==> src/rtl/core/mkpm_pkg.sv <==
// Shared types and constants for the multi-keyword prefix matcher.
// No dependencies; imported by multi_keyword_prefix_matcher_top.
`timescale 1ns / 1ps

package mkpm_pkg;

    typedef enum logic [1:0] {
        ACT_CLEAR   = 2'd0,
        ACT_FEED    = 2'd1,
        ACT_WR_BYTE = 2'd2,
        ACT_WR_LEN  = 2'd3
    } t_action;

    localparam int DEF_NUM_PATTERNS = 16;
    localparam int DEF_MAX_LEN      = 32;

    localparam int CH_W      = 8;
    localparam int IDX_FLD_W = 4;
    localparam int CPOS_FLD_W = 5;
    localparam int LEN_FLD_W = 6;
    localparam int SEEN_W    = 6;
    localparam int CFG_W     = 5;

    localparam int S_TDATA_W = 24;
    localparam int S_TUSER_W = 2;
    localparam int M_TDATA_W = 16;

    localparam logic [CFG_W-1:0] CFG_RESET = 5'd16;

endpackage

==> src/rtl/core/multi_keyword_prefix_matcher_top.sv <==
// Multi-keyword prefix matcher: input register, byte-row memory, parallel compare.
// Depends on mkpm_pkg.
//
//  channel   dir  handshake              payload
//  s (item)  in   i_s_tvalid/o_s_tready  i_s_tdata, i_s_tuser (action)
//  m (res)   out  o_m_tvalid/i_m_tready  o_m_tdata
//  cfg       in   i_cfg_we               i_cfg_wdata (patterns_in_use)
//
// One beat per cycle unless the output stalls; each result passes the input register
// and then the output register. The rate is set by the compare of all active patterns
// against one memory row (one row per stream position, one byte lane per pattern).
// Synchronous active-low reset clears flags, position, valids, sets cfg to CFG_RESET;
// tables are kept. A stalled output holds the input register; o_s_tready then drops.
`timescale 1ns / 1ps

module multi_keyword_prefix_matcher_top
    import mkpm_pkg::*;
#(
    parameter int NUM_PATTERNS = DEF_NUM_PATTERNS,
    parameter int MAX_LEN      = DEF_MAX_LEN
) (
    input  logic                  i_clk,
    input  logic                  i_rst_n,
    input  logic                  i_s_tvalid,
    output logic                  o_s_tready,
    // ch[7:0], pattern_index[11:8], char_position[16:12], pattern_length[22:17]
    input  logic [S_TDATA_W-1:0]  i_s_tdata,
    // action[1:0]
    input  logic [S_TUSER_W-1:0]  i_s_tuser,
    output logic                  o_m_tvalid,
    input  logic                  i_m_tready,
    // match_found[0], match_index[4:1], any_survivor[5], chars_seen[11:6]
    output logic [M_TDATA_W-1:0]  o_m_tdata,
    input  logic                  i_cfg_we,
    input  logic [CFG_W-1:0]      i_cfg_wdata
);

    localparam int PI_W   = (NUM_PATTERNS > 1) ? $clog2(NUM_PATTERNS) : 1;
    localparam int ADDR_W = (MAX_LEN > 1) ? $clog2(MAX_LEN) : 1;
    localparam int POS_W  = $clog2(MAX_LEN + 2);
    localparam int LEN_W  = $clog2(MAX_LEN + 1);
    localparam int ROW_W  = NUM_PATTERNS * CH_W;
    localparam logic [POS_W-1:0] POS_MAX = POS_W'(MAX_LEN + 1);

    t_action                  in_act;
    logic [CH_W-1:0]          in_ch;
    logic [IDX_FLD_W-1:0]     in_idx;
    logic [CPOS_FLD_W-1:0]    in_cpos;
    logic [LEN_FLD_W-1:0]     in_len;
    logic                     accept;
    logic                     s1_go;
    logic                     idx_ok;
    logic                     cpos_ok;
    logic [PI_W-1:0]          wr_lane;
    logic [ADDR_W-1:0]        wr_addr;
    logic [LEN_W-1:0]         len_clamp;
    logic [POS_W-1:0]         rd_pos;
    logic [ADDR_W-1:0]        rd_addr;

    logic                     r_s1_valid;
    t_action                  r_s1_act;
    logic [CH_W-1:0]          r_s1_ch;
    logic [ROW_W-1:0]         r_row;
    logic                     r_out_valid;
    logic [M_TDATA_W-1:0]     r_out_data;
    logic [CFG_W-1:0]         r_cfg;
    logic [NUM_PATTERNS-1:0]  r_ruled;
    logic [POS_W-1:0]         r_pos;
    logic [LEN_W-1:0]         r_len [NUM_PATTERNS];
    logic [ROW_W-1:0]         r_mem [MAX_LEN];

    logic [NUM_PATTERNS-1:0]  active;
    logic [NUM_PATTERNS-1:0]  n_ruled;
    logic [POS_W-1:0]         n_pos;
    logic                     found;
    logic                     any;
    logic [PI_W-1:0]          surv;

    assign in_act  = t_action'(i_s_tuser);
    assign in_ch   = i_s_tdata[7:0];
    assign in_idx  = i_s_tdata[11:8];
    assign in_cpos = i_s_tdata[16:12];
    assign in_len  = i_s_tdata[22:17];

    assign s1_go      = r_s1_valid && (!r_out_valid || i_m_tready);
    assign o_s_tready = !r_s1_valid || s1_go;
    assign accept     = i_s_tvalid && o_s_tready;

    assign idx_ok    = 32'(in_idx) < NUM_PATTERNS;
    assign cpos_ok   = 32'(in_cpos) < MAX_LEN;
    assign wr_lane   = PI_W'(in_idx);
    assign wr_addr   = ADDR_W'(in_cpos);
    assign len_clamp = (32'(in_len) > MAX_LEN) ? LEN_W'(MAX_LEN) : LEN_W'(in_len);

    // position the newly accepted beat will see
    assign rd_pos  = r_s1_valid ? n_pos : r_pos;
    assign rd_addr = (32'(rd_pos) < MAX_LEN) ? ADDR_W'(rd_pos) : '0;

    always_comb begin
        for (int p = 0; p < NUM_PATTERNS; p++) begin
            active[p] = 32'(p) < 32'(r_cfg);
        end
    end

    always_comb begin
        n_ruled = r_ruled;
        n_pos   = r_pos;
        case (r_s1_act)
            ACT_CLEAR: begin
                n_ruled = '0;
                n_pos   = '0;
            end
            ACT_FEED: begin
                for (int p = 0; p < NUM_PATTERNS; p++) begin
                    if (active[p] && !r_ruled[p]) begin
                        if (r_pos < POS_W'(r_len[p])) begin
                            n_ruled[p] = r_row[p*CH_W +: CH_W] != r_s1_ch;
                        end else if (r_pos == POS_W'(r_len[p])) begin
                            n_ruled[p] = r_s1_ch != '0;
                        end else begin
                            n_ruled[p] = 1'b1;
                        end
                    end
                end
                if (r_pos < POS_MAX) begin
                    n_pos = r_pos + 1'b1;
                end
            end
            default: begin
            end
        endcase
    end

    // lowest-indexed survivor
    always_comb begin
        found = 1'b0;
        any   = 1'b0;
        surv  = '0;
        for (int p = NUM_PATTERNS - 1; p >= 0; p--) begin
            if (active[p] && !n_ruled[p]) begin
                any   = 1'b1;
                surv  = PI_W'(p);
                found = POS_W'(r_len[p]) == n_pos;
            end
        end
    end

    always_ff @(posedge i_clk) begin
        if (!i_rst_n) begin
            r_s1_valid  <= 1'b0;
            r_out_valid <= 1'b0;
            r_ruled     <= '0;
            r_pos       <= '0;
            r_cfg       <= CFG_RESET;
        end else begin
            if (i_cfg_we) begin
                r_cfg <= i_cfg_wdata;
            end
            if (accept) begin
                r_s1_valid <= 1'b1;
            end else if (s1_go) begin
                r_s1_valid <= 1'b0;
            end
            if (s1_go) begin
                r_out_valid <= 1'b1;
                r_ruled     <= n_ruled;
                r_pos       <= n_pos;
            end else if (i_m_tready) begin
                r_out_valid <= 1'b0;
            end
        end
    end

    always_ff @(posedge i_clk) begin
        if (accept) begin
            r_s1_act <= in_act;
            r_s1_ch  <= in_ch;
        end
        if (s1_go) begin
            r_out_data <= {4'b0, SEEN_W'(n_pos), any, 4'(surv), found};
        end
    end

    always_ff @(posedge i_clk) begin
        if (accept && in_act == ACT_WR_LEN && idx_ok) begin
            r_len[wr_lane] <= len_clamp;
        end
    end

    // one row per stream position, one byte lane per pattern
    always_ff @(posedge i_clk) begin
        if (accept && in_act == ACT_WR_BYTE && idx_ok && cpos_ok) begin
            r_mem[wr_addr][wr_lane*CH_W +: CH_W] <= in_ch;
        end
        if (accept) begin
            r_row <= r_mem[rd_addr];
        end
    end

    assign o_m_tvalid = r_out_valid;
    assign o_m_tdata  = r_out_data;

`ifndef ASSERT_OFF
    a_pos_range: assert property (@(posedge i_clk) disable iff (!i_rst_n)
        r_pos <= POS_MAX)
        else $error("stream position past saturation");

    a_clear: assert property (@(posedge i_clk) disable iff (!i_rst_n)
        s1_go && r_s1_act == ACT_CLEAR |=> r_pos == '0 && r_ruled == '0)
        else $error("clear did not reset flags and position");

    a_feed_step: assert property (@(posedge i_clk) disable iff (!i_rst_n)
        s1_go && r_s1_act == ACT_FEED && r_pos < POS_MAX
        |=> r_pos == POS_W'($past(r_pos) + 1'b1))
        else $error("feed did not advance position");

    a_stall_hold: assert property (@(posedge i_clk) disable iff (!i_rst_n)
        r_out_valid && !i_m_tready |=> $stable(r_pos) && $stable(r_ruled))
        else $error("match state changed during output stall");

    a_no_survivor: assert property (@(posedge i_clk) disable iff (!i_rst_n)
        r_out_valid && !r_out_data[5] |-> r_out_data[4:0] == '0)
        else $error("match reported without a survivor");
`endif

endmodule

==> config.mk <==
export PLATFORM = sky130hd
export DESIGN_NAME = multi_keyword_prefix_matcher_top
export DESIGN_NICKNAME = d
export VERILOG_FILES = /design/src/rtl/core/mkpm_pkg.sv /design/src/rtl/core/multi_keyword_prefix_matcher_top.sv
export SDC_FILE = /design/constraint.sdc
export NUM_CORES = 2
export LEC_CHECK = 0
export BUFFER_PORTS_ARGS = -buffer_cell sky130_fd_sc_hd__buf_2
export CAP_MARGIN = 5
export CORE_MARGIN = 5
export CORE_UTILIZATION = 45
export DETAILED_ROUTE_END_ITERATION = 8
export GPL_ROUTABILITY_DRIVEN = 0
export PLACE_DENSITY = 0.58
export SETUP_SLACK_MARGIN = 0.1
export SYNTH_ARGS = -nofsm -noshare
export SYNTH_HDL_FRONTEND = slang
export SYNTH_MEMORY_MAX_BITS = 65536
export SYNTH_SLANG_ARGS = --single-unit
==> constraint.sdc <==
create_clock -name i_clk -period 7.86 [get_ports i_clk]
set_clock_uncertainty 0.2 [all_clocks]
set_input_delay 0 -clock i_clk [delete_from_list [all_inputs] [get_ports i_clk]]
set_output_delay 0 -clock i_clk [all_outputs]
set_load 0.01 [all_outputs]
==> summary.md <==
| Metric | Value |
|---|---|
| Critical Path Source Type | `flip-flop` |
| GR Layer Usage met2 | `39.1%` |
| FF-to-FF path depth | `8` |
| Via count | `112,000` |
| Root Driver | `clkbuf_16` |
| Flop pwr share | `52.6%` |
| #FFs+latches synth | `4,371` |
| Status | `finished, final reports clean` |
| Critical path class | `flip-flop to flip-flop` |
| Placed cell count | `17,500` |
| PD cells | `245 mW/mm²` |
| Hold_ws | `0.265 ns` |
| GRT busiest layer | `met2` |
| DRC errors left | `0` |
| DRT antenna net count | `0` |
| Overall Power | `0.0485 W` |
| Met3 GRT Util | `4.65%` |
| Final setup fails | `0` |
| Arr. time, crit path | `5.90 ns` |
| Number of global-route vias before repair | `108,000` |
| Initial antenna violation count | `40` |
| Initial drt markers | `13,800` |
| Multi-input logic area | `0.0416 mm²` |
| Die X-Extent | `636 µm` |
| Die extent in y | `636 µm` |
| Ys Warns | `0` |
| Dpl hpwl | `295,000 µm` |
| Global-route wire length before repair | `748,000 µm` |
| Total grt overflow | `0` |
| Critical Path End Type | `flip-flop` |
| Sw power | `0.0108 W` |
| Tot GR Track Use | `25.0%` |
| Switching portion of total power | `22.3%` |
| VDD IR max | `219 µV` |
| Num ports | `54` |
| Logic pwr share | `5.3%` |
| RSZ-0062 raised after global routing | `no` |
| Hold path cells | `4` |
| Int Power | `0.0377 W` |
| Fmax | `186 MHz` |
| Via-per-instance ratio | `6.10` |
| Mapped Area | `0.177 mm²` |
| Clock share of power | `42.1%` |
| Maxcap violations | `0` |
| Die area | `0.405 mm²` |
| Post-cts resize count | `0` |
| Avg Inst Size Synth | `13.7 µm²` |
| CTS tree | `done` |
| DRT Wirelength | `523,000 µm` |
| Nets | `13,000` |
| Core area | `0.392 mm²` |
| Num CTS Buffers | `440` |
| Pin count of the biggest net entering global routing | `186` |
| Clk slew on worst S/H paths | `0.06 ns` |
| Row cnt | `230` |
| Hold_sp | `i_cfg_we` |
| FF-to-FF setup slack | `2.47 ns` |
| Fraction of layout cells with a size suffix above 1 | `8.54%` |
| Minimum clock period after layout | `5.39 ns` |
| Met1 Usage GRT | `34.3%` |
| Register area share after synthesis | `74.2%` |
| Postcts setup bufs | `0` |
| Mapped Cells | `12,900` |
| Hold Path Sink | `r_cfg[4]$_SDFFE_PN1P_` |
| Sequential Area | `0.131 mm²` |
| Synth-to-Final Area Change | `12.2%` |
| Port-buffer cells | `48` |
| Initial Utilization | `45.1%` |
| CTS max path bufs | `4` |
| Post-synth cell types | `81` |
| Non-Filler Instances | `18,400` |
| Worst-margin pin slew | `1.29 ns` |
| Critical path fanouts, max | `31` |
| Worst r2r src | `r_s1_act[1]$_DFFE_PP_` |
| First drt pass iteration count | `8` |
| Final setup margin | `2.47 ns` |
| Required arrival time at the worst endpoint | `8.37 ns` |
| Hold WC Path Type | `input port to flip-flop` |
| Final hold vios | `0` |
| Fraction of registers with async set/reset | `0%` |
| Share of the clock period used by the worst path | `68.5%` |
| CTS sink cnt | `4,371` |
| Rel. slew slack | `14.2%` |
| Pre-CTS setup slack | `2.59 ns` |
| Slew Viols, Final | `0` |
| H-Tree Level Count | `5` |
| Primary FF master, synth | `edfxtp_1` |
| Leak pwr | `59.8 nW` |
| Fill cells | `32,500` |
| Clk_lat worst skew | `0.99 ns` |
| Avg WL per Cell | `28.3 µm` |
| Worst r2r dst | `r_row[29]$_DFFE_PP_` |
| TNS Setup | `0 ns` |
| CTS Hold Buffers Added | `82` |
| EDFF count, synth | `4,342` |
## critical path, cell delays in order (launching register included)
cell       delay (ns)
edfxtp_1         0.85
or2_2            0.72
nand4_1          0.63
and2_1           0.43
a2bb2oi_1        0.23
nor2_4           0.90
buf_4            0.45
o21ai_0          0.32
and4_1           0.28
## synth_stat cells (53+ instances only)
library cell	n	area, µm²
inv_1	99	372
buf_1	79	297
o21ai_0	484	2420
o221ai_1	1028	9000
a21oi_1	562	2810
and2_1	59	369
nor2_1	678	2540
clkbuf_1	629	2360
nand3_1	1052	5270
and3_1	533	3330
buf_2	286	1430
o21ai_1	55	275
xor2_1	53	464
edfxtp_1	4342	130000
nand2_1	2176	8170
xnor2_1	143	1250
and4_1	135	1180
ha_1	104	1300
## metrics by stage
| step | instance area, µm² | utilization (%) |
|---|---|---|
| after global placement | 183000 | 46.8 |
| after CTS | 198000 | 50.5 |
| final | 198000 | 50.6 |
| after floorplan | 177000 | - |
| after detailed placement | 183000 | 46.8 |
| after global routing | 198000 | 50.6 |
## worst max-delay path by stage
stage                       startpoint                       end  slack (ns)  cells past startpoint
6_report         r_s1_act[1]$_DFFE_PP_       r_row[29]$_DFFE_PP_        2.47                      8
5_1_grt          r_s1_act[1]$_DFFE_PP_       r_row[29]$_DFFE_PP_        2.37                      8
4_1_cts          r_pos[2]$_SDFFE_PN0P_      r_row[107]$_DFFE_PP_        2.56                     11
3_5_place_dp     r_pos[2]$_SDFFE_PN0P_      r_row[107]$_DFFE_PP_        2.59                     11
3_3_place_gp      r_s1_ch[5]$_DFFE_PP_    o_m_tdata[0]$_DFFE_PP_        1.88                     10
2_1_floorplan  r_s1_valid$_SDFFE_PN0P_  r_mem[10][104]$_DFFE_PP_        1.75                     10
## cell families (layout without fill, tap and decap cells)
family                     Yosys count  in the layout  synth area share, %
buffers and inverters             1105           1392                 2.57
muxes                               18             18                0.118
DFF                               4371           4371                 74.2
and+or+nand+nor                   4830           4830                 12.5
other                                1             37              0.00212
xor gates and xnor gates           196            196                0.972
adders and majority gates          104            104                0.737
AOI/OAI and AO/OA                 2279           2279                 8.92
## flip-flops by register name, summed over array words and instances, names as in the netlist
signal,count
r_mem,4096
r_pos,6
o_m_tdata,12
r_cfg,5
r_s1_act,2
r_s1_ch,8
r_len,96
r_ruled,16
r_row,128
o_m_tvalid,1
r_s1_valid,1
## cell type report
cell class | instances | area share, %
diodes | 33 | 0.0417
clock buffers | 535 | 5.75
clock inverters | 271 | 1.29
inverters | 103 | 0.196
multi-input cells | 7431 | 21.0
flip-flops and latches | 4371 | 66.1
well taps | 5220 | 3.30
repair buffers | 483 | 2.31
## power groups by stage
| stage | Sequential, W | Combinational, W | Clock (W) |
|---|---|---|---|
| floorplan | 0.0260 | 0.00158 | 0 |
| global placement | 0.0260 | 0.00246 | 0 |
| detailed placement | 0.0260 | 0.00251 | 0 |
| CTS | 0.0255 | 0.00255 | 0.0207 |
| global route | 0.0255 | 0.00277 | 0.0216 |
| finish | 0.0255 | 0.00257 | 0.0204 |
## routing by layer
metal / wire length, µm / share of wire, %
met1: 207000 / 40
met2: 243000 / 46
met3: 48700 / 9.3
met4: 24200 / 4.6
met5: 53 / 0.010
## layout by cell type (no fill, tap or decap), types with 37 or more instances in the layout
master / count
clkinv_1: 116
o221ai_1: 1028
and4_1: 135
nor3_1: 38
and2_1: 57
xnor2_1: 143
and3_1: 533
buf_2: 49
o21ai_1: 54
bufinv_16: 37
nand2_1: 2143
buf_12: 66
clkinv_2: 78
nor2_2: 50
buf_4: 284
clkbuf_1: 94
nor2_1: 610
edfxtp_1: 4342
nand3_1: 1052
dlygate4sd3_1: 82
inv_1: 99
a21oi_1: 562
o21ai_0: 484
xor2_1: 53
ha_1: 104
nor2b_1: 37
clkbuf_16: 441
No activity file was read; power rests on OpenSTA's default activity.
